==> src/rtl/ldr_pkg.sv <==
// Shared types for the logistic dose-response unit: item class and queued word.
package ldr_pkg;

   // Result status codes
   localparam logic [1:0] STATUS_OK         = 2'd0;
   localparam logic [1:0] STATUS_OVER_MAX   = 2'd1;
   localparam logic [1:0] STATUS_ZERO_SCALE = 2'd2;

   // Class of an item, settled by the front end
   typedef enum logic [1:0] {
      KIND_NORMAL,
      KIND_OVER_MAX,
      KIND_ZERO_SCALE,
      KIND_ZERO_CONC
   } kind_type;

   // Word passed from front end to back end through the queue
   typedef struct packed {
      kind_type    kind;
      logic        scale_neg;
      logic [4:0]  conc_exp;
      logic [31:0] conc_mant;
      logic [4:0]  max_exp;
      logic [31:0] max_mant;
   } item_type;

endpackage

==> src/rtl/ldr_queue.sv <==
// Short queue between front end and back end.
module ldr_queue #(
   parameter int unsigned DEPTH = 2
) (
   input  logic               clock,
   input  logic               reset,
   input  logic               push,
   input  ldr_pkg::item_type  push_item,
   output logic               full,
   input  logic               pop,
   output logic               head_valid,
   output ldr_pkg::item_type  head_item
);
   import ldr_pkg::*;

   localparam int unsigned PW = (DEPTH > 1) ? $clog2(DEPTH) : 1;
   localparam int unsigned CW = $clog2(DEPTH + 1);
   localparam logic [PW-1:0] LAST = PW'(DEPTH - 1);
   localparam logic [CW-1:0] FULL_COUNT = CW'(DEPTH);

   item_type        mem_ff [DEPTH];
   logic [PW-1:0]   wr_ff, wr_in, rd_ff, rd_in;
   logic [CW-1:0]   count_ff, count_in;

   assign full       = (count_ff == FULL_COUNT);
   assign head_valid = (count_ff != '0);
   assign head_item  = mem_ff[rd_ff];

   // Advance pointers and count
   always_comb begin
      wr_in    = wr_ff;
      rd_in    = rd_ff;
      count_in = count_ff;
      if (push) begin
         wr_in = (wr_ff == LAST) ? '0 : wr_ff + 1'b1;
      end
      if (pop) begin
         rd_in = (rd_ff == LAST) ? '0 : rd_ff + 1'b1;
      end
      if (push && !pop) begin
         count_in = count_ff + 1'b1;
      end else if (pop && !push) begin
         count_in = count_ff - 1'b1;
      end
   end

   always_ff @(posedge clock) begin
      if (reset) begin
         wr_ff    <= '0;
         rd_ff    <= '0;
         count_ff <= '0;
      end else begin
         wr_ff    <= wr_in;
         rd_ff    <= rd_in;
         count_ff <= count_in;
      end
      if (push) begin
         mem_ff[wr_ff] <= push_item;
      end
   end

   a_count_bound: assert property (@(posedge clock) disable iff (reset)
      count_ff <= FULL_COUNT)
      else $error("queue count beyond depth");
   a_count_up: assert property (@(posedge clock) disable iff (reset)
      (push && !pop) |=> (count_ff == $past(count_ff) + 1'b1))
      else $error("queue count did not advance on push");

endmodule

==> config.mk <==
export PLATFORM = sky130hd
export DESIGN_NAME = ldr_queue
export DESIGN_NICKNAME = d
export VERILOG_FILES = /design/src/rtl/ldr_pkg.sv /design/src/rtl/ldr_queue.sv
export SDC_FILE = /design/constraint.sdc
export NUM_CORES = 1
export LEC_CHECK = 0
export BUFFER_PORTS_ARGS = -buffer_cell sky130_fd_sc_hd__buf_2
export CORE_ASPECT_RATIO = 1.5
export CORE_MARGIN = 5
export CORE_UTILIZATION = 45
export DETAILED_ROUTE_END_ITERATION = 7
export MAX_ROUTING_LAYER = met4
export PLACE_DENSITY_LB_ADDON = 0.3
export RECOVER_POWER = 25
export SLEW_MARGIN = 15
export SYNTH_ARGS = -nofsm -noshare
export SYNTH_HDL_FRONTEND = slang
export SYNTH_SLANG_ARGS = --single-unit
==> constraint.sdc <==
create_clock -name clock -period 4.34 [get_ports clock]
set_clock_uncertainty 0.15 [all_clocks]
set_input_delay 0.434 -clock clock [delete_from_list [all_inputs] [get_ports clock]]
set_output_delay 0.434 -clock clock [all_outputs]
set_load 0.05 [all_outputs]
==> run metrics <==
Die Height=150.2 microns; Final Hold Slack=66.36 ps; RSZ-0062 raised after global routing=no; initial antenna violation count=0; pin count of the biggest net entering global routing=78; syn_area_per_cell=22.52 sq um; Slew @ Worst Pin=1091 ps; Inserted Clock Buffers=17; core area=12950 sq um; xor/xnor share of the synthesized area=0.5938%; proportion of netlist area held by the largest area contributor=78.39%; WP data required=3760 ps; first-pass GRT wire length=16700 microns; DRT Pass-1 Iters=4; Via Count=2922; CTS resizes=0; Synth Cell Area=5899 sq um; Synth area leader=edfxtp_1; Tcrit/Tclk final=66.64%; commonest cells after routing, fill and taps aside=edfxtp_1 (154), buf_2 (143), mux2_2 (47); simple-gate portion of the synthesized area=0.7847%; maximum vdd drop=0.0003376 V; Initial Utilization=45.54%; DRT antenna net count=0; Synth area leaders=edfxtp_1 (78%), mux2_2 (9.0%), mux2_4 (7.6%); Via density=4.822; sequential share of the synthesized area=80.08%; Root Buffer=clkbuf_16; crit path DAT=2310 ps; max-cap violations=0; Slew Viols, Final=0; leakage=2.814 nW; critical-path cell list=buf_4 -> mux2_2 -> buf_2; crit-path max FO=61; CTS tree=built; status=completed; share of layout cells above drive strength 1=57.49%; fin crit period=2892 ps; Final Hold Viols=0; compound-gate portion of the synthesized area=0.1697%; Slowest Stage Delay on Critical Path=980 ps; GP Congestion=0.7300; flip-flop and latch count after synthesis=159; CTS sink cnt=159; hold_buf cts=0; Syn Nets=344; fmax=345.8 MHz; hpwl dp=7451 microns; clock-pin slew on the worst setup and hold paths=60 ps; DRT Wirelength=10980 microns; area grow syn2layout=25.39%; critical path's top delay family=flip-flops; Design Area, Final=7397 sq um; largest family of logic cells by synthesized area=multiplexers; ant diodes=0; PD cells=518.4 nW/um^2; critical path buffer and inverter count=2; chip width=103.5 microns; Critical-path top delay cell=dfxtp_4; Die Area=15550 sq um; Finish-stage setup viols=0; I/O pin count=160; floorplan row count=51; crit path kind=register to primary output; multiplexer share of the synthesized area=16.61%; Slew HR=27.24%; # port buffers=159; Avg WL per Cell=18.13 microns; clk_lat worst skew=400 ps; Ys Warns=0; H-tree Lvls=4; Residual DRC=0; most common cell after layout, fill and taps aside=edfxtp_1; Longest Clk Path Bufs=2; DR iter-0 viols=119; synth unique cells=18; CP Launch Type=register; Post-Syn Instances=262; dpl cell area=6855 sq um; grt total ovfl=0; Setup TNS Final=0 ps; total power=0.003835 W; CP Capture Type=primary output; vias in the first global route=3249; gr usage total=15.14%; adder-cell share of the synthesized area=0.2121%; worst hold path class=input pin to register; Net count, final=516; Setup Fix Bufs, Post-CTS=0
[stage by stage]
step                setup slack [ps]  utilization, %  std cells
floorplan                       1307               -        262
global placement                1860           52.92        574
detailed placement              1829           52.92        574
CTS                             1379           57.26        606
global route                    1326           57.10        606
finish                          1448           57.10        606
[cells in the mapped netlist, drive strengths merged]
cell / number
a21oi: 1
and2: 1
buf: 9
dfxtp: 5
edfxtp: 154
ha: 1
inv: 1
mux2: 77
nor2: 4
nor2b: 2
o21ai: 1
or2: 1
or3: 1
xnor2: 2
xor2: 2
[per-layer routing]
| layer | track usage [%] | routed length, microns | vias up | part of all wire, % |
|---|---|---|---|---|
| met4 | 6.092 | 182 | 0 | 1.7 |
| met5 | - | 0 | - | 0 |
| met3 | 4.590 | 626 | 15 | 5.7 |
| met1 | 15.48 | 3834 | 1442 | 35 |
| met2 | 26.53 | 6340 | 88 | 58 |
| li1 | - | - | 1377 | - |
[registers in the layout, summed over array words and instances (netlist names), named ones only]
signal,cells
rd_ff,1
mem_ff,154
wr_ff,1
count_ff,2
[area by class of cell]
| cell class | count | area [sq um] |
|---|---|---|
| clock buffers | 22 | 474.2 |
| clock inverters | 10 | 87.58 |
| fillers | 1042 | 5557 |
| inverters | 1 | 3.754 |
| multi-input cells | 93 | 1094 |
| flip-flops and latches | 159 | 4728 |
| well taps | 159 | 198.9 |
| repair buffers | 162 | 810.8 |
[final timing paths]
kind	start	cells past startpoint	endpoint	slack (ps)
max reg2reg	wr_ff	2	mem_ff[0][58]	2310
max	register	3	head_item[69]	1450
min reg2reg	count_ff[1]	2	count_ff[1]	360
min	push_item[30]	1	mem_ff[1][30]	70
[cell families after synthesis]
group | Yosys count
XOR/XNOR | 4
flip-flops | 159
AND/OR/NAND/NOR | 9
adder cells (fa/ha/maj) | 1
multiplexers | 77
AO/OA/AOI/OAI | 2
buffers and inverters | 10
[power breakdown]
part	total [W]	switching [W]	internal [W]	leakage, nW
Combinational	0.000613	0.000423	0.000190	1.06
Sequential	0.00184	0.0000505	0.00179	1.49
Clock	0.00138	0.000549	0.000830	0.264
Total	0.00383	0.00102	0.00281	2.81
Power figures use the tool's default switching activity.
