==> config.mk <==
export PLATFORM = sky130hd
export DESIGN_NAME = ldr_front
export DESIGN_NICKNAME = d
export VERILOG_FILES = /design/src/rtl/ldr_pkg.sv /design/src/rtl/ldr_front.sv
export SDC_FILE = /design/constraint.sdc
export NUM_CORES = 1
export LEC_CHECK = 0
export ABC_AREA = 1
export BUFFER_PORTS_ARGS = -buffer_cell sky130_fd_sc_hd__buf_2
export CORE_ASPECT_RATIO = 0.6
export CORE_MARGIN = 10
export CORE_UTILIZATION = 55
export DETAILED_ROUTE_END_ITERATION = 8
export PLACE_DENSITY = 0.82
export SYNTH_ARGS = -nofsm -noshare
export SYNTH_HDL_FRONTEND = slang
export SYNTH_SLANG_ARGS = --single-unit
==> constraint.sdc <==
create_clock -name clock -period 6.2 [get_ports clock]
set_input_delay 0.62 -clock clock [delete_from_list [all_inputs] [get_ports clock]]
set_output_delay 0.62 -clock clock [all_outputs]
set_load 0.05 [all_outputs]
==> src/rtl/ldr_pkg.sv <==
// Shared types for the logistic dose-response unit: item class and queued word.
package ldr_pkg;

   // Result status codes
   localparam logic [1:0] STATUS_OK         = 2'd0;
   localparam logic [1:0] STATUS_OVER_MAX   = 2'd1;
   localparam logic [1:0] STATUS_ZERO_SCALE = 2'd2;

   // Class of an item, settled by the front end
   typedef enum logic [1:0] {
      KIND_NORMAL,
      KIND_OVER_MAX,
      KIND_ZERO_SCALE,
      KIND_ZERO_CONC
   } kind_type;

   // Word passed from front end to back end through the queue
   typedef struct packed {
      kind_type    kind;
      logic        scale_neg;
      logic [4:0]  conc_exp;
      logic [31:0] conc_mant;
      logic [4:0]  max_exp;
      logic [31:0] max_mant;
   } item_type;

endpackage

==> src/rtl/ldr_front.sv <==
// Front end: accepts concentration words, classifies them and normalizes operands.
module ldr_front (
   input  logic               clock,
   input  logic               reset,
   input  logic               start,
   output logic               busy,
   input  logic [31:0]        req_concentration,
   input  logic [31:0]        conc_limit,
   input  logic [31:0]        scale,
   input  logic               queue_full,
   output logic               push,
   output ldr_pkg::item_type  push_item
);
   import ldr_pkg::*;

   logic     vld_ff, vld_in;
   item_type item_ff, item_in;
   logic     accept;
   logic [31:0] maxc;
   logic [4:0]  ce, me;

   // Return the index of the highest set bit, zero for zero
   function automatic logic [4:0] msb_index(input logic [31:0] v);
      logic [4:0] e;
      e = '0;
      for (int i = 0; i < 32; i++) begin
         if (v[i]) e = 5'(i);
      end
      return e;
   endfunction

   assign busy      = vld_ff && queue_full;
   assign accept    = start && !busy;
   assign push      = vld_ff && !queue_full;
   assign push_item = item_ff;

   // Classify and normalize the incoming word
   always_comb begin
      maxc = (conc_limit == '0) ? 32'd1 : conc_limit;
      ce   = msb_index(req_concentration);
      me   = msb_index(maxc);
      item_in.conc_exp  = ce;
      item_in.conc_mant = req_concentration << (5'd31 - ce);
      item_in.max_exp   = me;
      item_in.max_mant  = maxc << (5'd31 - me);
      item_in.scale_neg = scale[31];
      if (req_concentration > maxc) begin
         item_in.kind = KIND_OVER_MAX;
      end else if (scale == '0) begin
         item_in.kind = KIND_ZERO_SCALE;
      end else if (req_concentration == '0) begin
         item_in.kind = KIND_ZERO_CONC;
      end else begin
         item_in.kind = KIND_NORMAL;
      end
   end

   // Hold the word until the queue takes it
   always_comb begin
      vld_in = vld_ff;
      if (accept) begin
         vld_in = 1'b1;
      end else if (push) begin
         vld_in = 1'b0;
      end
   end

   always_ff @(posedge clock) begin
      if (reset) begin
         vld_ff <= 1'b0;
      end else begin
         vld_ff <= vld_in;
      end
      if (accept) begin
         item_ff <= item_in;
      end
   end

endmodule

==> impl_results.md <==
* Max Slew Vio Count at 0
* Die ar. at 18500 sq um
* First-pass GRT wire length at 40.5 mm
* Largest cells by area after synthesis: edfxtp_1 (31%), nand3_1 (23%), nand2_1 (16%)
* Dpl ws at around 1.9 ns
* Filler Cell Count at 1209
* Arr. time, crit path at around 4.2 ns
* Final Core Density at 66.6%
* Critical Path Sink: push_item[67]$_DFFE_PP_
* DPL Wire Length at 20.4 mm
* Post-Syn Area at 7350 sq um
* Synth unique cells at 37
* Final Hold Viols at 0
* RSZ-0062 raised after global routing: false
* CTS H-tree lvls at 3
* Root Buffer: clkbuf_16
* Hold Buf Count CTS at 0
* Worst slew margin at roughly 27%
* Core Area at 13000 sq um
* Routed WL at 26.0 mm
* Area share of the largest cell type after synthesis at 31.4%
* Final setup vio count at 0
* Initial Util at a little under three fifths
* Gate count of the mapped netlist at 1121
* Syn nets at 1253
* Ys Warns at 0
* Pwr dens at 222 nW/um^2
* Clock skew at about 0.0042 ns
* Setup ws final at 2.08 ns
* Via density at 5.85
* RR Endpoint: push_item[64]$_DFFE_PP_
* CP max stage delay at 0.43 ns
* Final worst-path cycle share at about two thirds
* Site Rows at 32
* VDD IR-drop max at 0.126 mV
* Crit path time final at 4.12 ns
* Post-synth top area cell: edfxtp_1
* Setup tns final at 0 ns
* Start of the worst register-to-register path: vld_ff$_SDFFE_PP0P_
* Share of layout cells above drive strength 1 at 18.8%
* Vias in the first global route at 7600
* Routed WL per cell at 18.0 um
* Max Cap Viol at 0
* Status: finished clean
* Pleak at about 4.3 nW
* PortBufs at approximately 180
* Nets at about 1400
* Slowest cell on the critical path: nand2_1
* GPL Wtd Cong at around 0.97
* Setup Crit Path Kind: in -> reg
* Post-CTS setup buffers at 0
* Clk buf depth at 2
* Class of the tightest hold or removal check: in -> reg
* GRT Residual Overflow at 0
* Most frequent CP cell: nand2_1
* Die height at 110 um
* Width of the die at 169 um
* Clk_lat worst skew at 0.34 ns
* Number of synthesized flops with an enable pin at between 70 and 80
* R2R depth at 4
* Drt pass-1 iters at 6
* DRC viols at 0
* TritonCTS clock tree: built
* Critical Path Fanout Max at 30
* Vias at 8424
* Final ANT Viol Nets at 0
* #FFs+latches synth at 78
* Gr usage total at 26.6%
* CTS Buf Count at 9
* Fraction of registers with async set/reset at 0%
* Clk sinks at 78
* Synth Flop Type: edfxtp_1
* Worst setup SP type: primary input
* Register area share after synthesis at 31.7%
* Synth-to-Final Area Change at 17.6%
* Post-CTS Resized at 0
* Clock slew at reported path FFs at 0.07 ns
* Critical path required time at 6.29 ns
* Num ports at between 150 and 200
* Syn Area/Cell at approximately 6.6 sq um
* Top cells by count, synth: nand3_1 (341), nand2_1 (321), inv_1 (101)
* R2R Setup Slk at 4.47 ns
* CP endpoint kind: flip-flop
* Pin count of the biggest net entering global routing at 78
* Ant. Diodes at 0
* Initial antenna violation count at 1
* Setup crit start: req_concentration[2]
* 1st-iter DRT viols at 1334
* Fmax at about 240 MHz
* Worst-Margin Slew at between 1 and 1.5 ns
* Most frequent cell after synthesis: nand3_1
-- per-stage QoR --
| stage | area [sq um] | power [mW] | hold WS (ns) | cells |
|---|---|---|---|---|
| 3_3_place_gp | 8320 | 1.32 | 0.462 | 1424 |
| 5_1_grt | 8640 | 2.00 | 0.443 | 1440 |
| 3_5_place_dp | 8320 | 1.33 | 0.495 | 1424 |
| 2_1_floorplan | 7350 | 1.14 | 0.448 | 1121 |
| 6_report | 8640 | 1.92 | 0.450 | 1440 |
| 4_1_cts | 8640 | 1.91 | 0.442 | 1440 |
-- routing by layer --
layer	vias up	global-route usage (%)	wire, um
met5	-	0	7
met1	3729	39.9	11800
met3	19	9.27	3720
li1	4124	-	-
met2	550	36.5	10300
met4	2	3.68	144
-- worst min-delay path by stage --
stage	from	end	slack, ns	cells after the start
2_1_floorplan	vld_ff$_SDFFE_PP0P_	vld_ff$_SDFFE_PP0P_	0.45	2
3_3_place_gp	vld_ff$_SDFFE_PP0P_	vld_ff$_SDFFE_PP0P_	0.46	2
3_5_place_dp	vld_ff$_SDFFE_PP0P_	vld_ff$_SDFFE_PP0P_	0.49	2
4_1_cts	reset	vld_ff$_SDFFE_PP0P_	0.44	2
5_1_grt	reset	vld_ff$_SDFFE_PP0P_	0.44	2
6_report	reset	vld_ff$_SDFFE_PP0P_	0.45	2
-- critical path, delay by kind of cell --
| kind | cells | cell delay [ns] |
|---|---|---|
| AO/OA/AOI/OAI | 2 | 0.21 |
| buffers and inverters | 5 | 0.95 |
| AND/OR/NAND/NOR | 32 | 2.39 |
-- layout make-up --
class                           count  area (sq um)  share of cell area (%)
Multi-Input combinational cell    878          4380                    50.7
Sequential cell                    78          2330                    27.0
Timing Repair Buffer              192           996                    11.5
Inverter                          106           398                    4.60
Clock buffer                        9           225                    2.61
Tap cell                          170           213                    2.46
Clock inverter                      7          97.6                    1.13
-- sequential cells by signal, summed over array words and instances (netlist names) --
signal,count
push_item,77
vld_ff,1
-- report_power, final --
part	internal [mW]	switching [mW]	leakage, nW
registers	0.642	0.0122	0.740
logic	0.180	0.499	3.44
clock network	0.354	0.229	0.154
-- layout by cell type (no fill, tap or decap), drive strengths merged, types with 2 or more instances in the layout --
cell type / n
nand3: 350
nand2: 333
buf: 192
inv: 105
edfxtp: 77
nor2: 59
ha: 32
nor4: 21
a21oi: 21
o21ai: 17
nand4: 15
clkbuf: 9
nor3: 9
a211oi: 5
clkinv: 5
o2111ai: 2
and3: 2
o21bai: 2
o211ai: 2
bufinv: 2
-- cells by family (layout without fill, tap and decap cells) --
kind of cell,Yosys count,in the layout,synth area share (%)
DFF,78,78,31.7
adders and majority gates,32,32,5.44
and+or+nand+nor,789,789,49.1
other,1,1,0.0510
buffers and inverters,165,314,9.17
AOI/OAI and AO/OA,56,56,4.51
(Power assumes the default switching activity.)
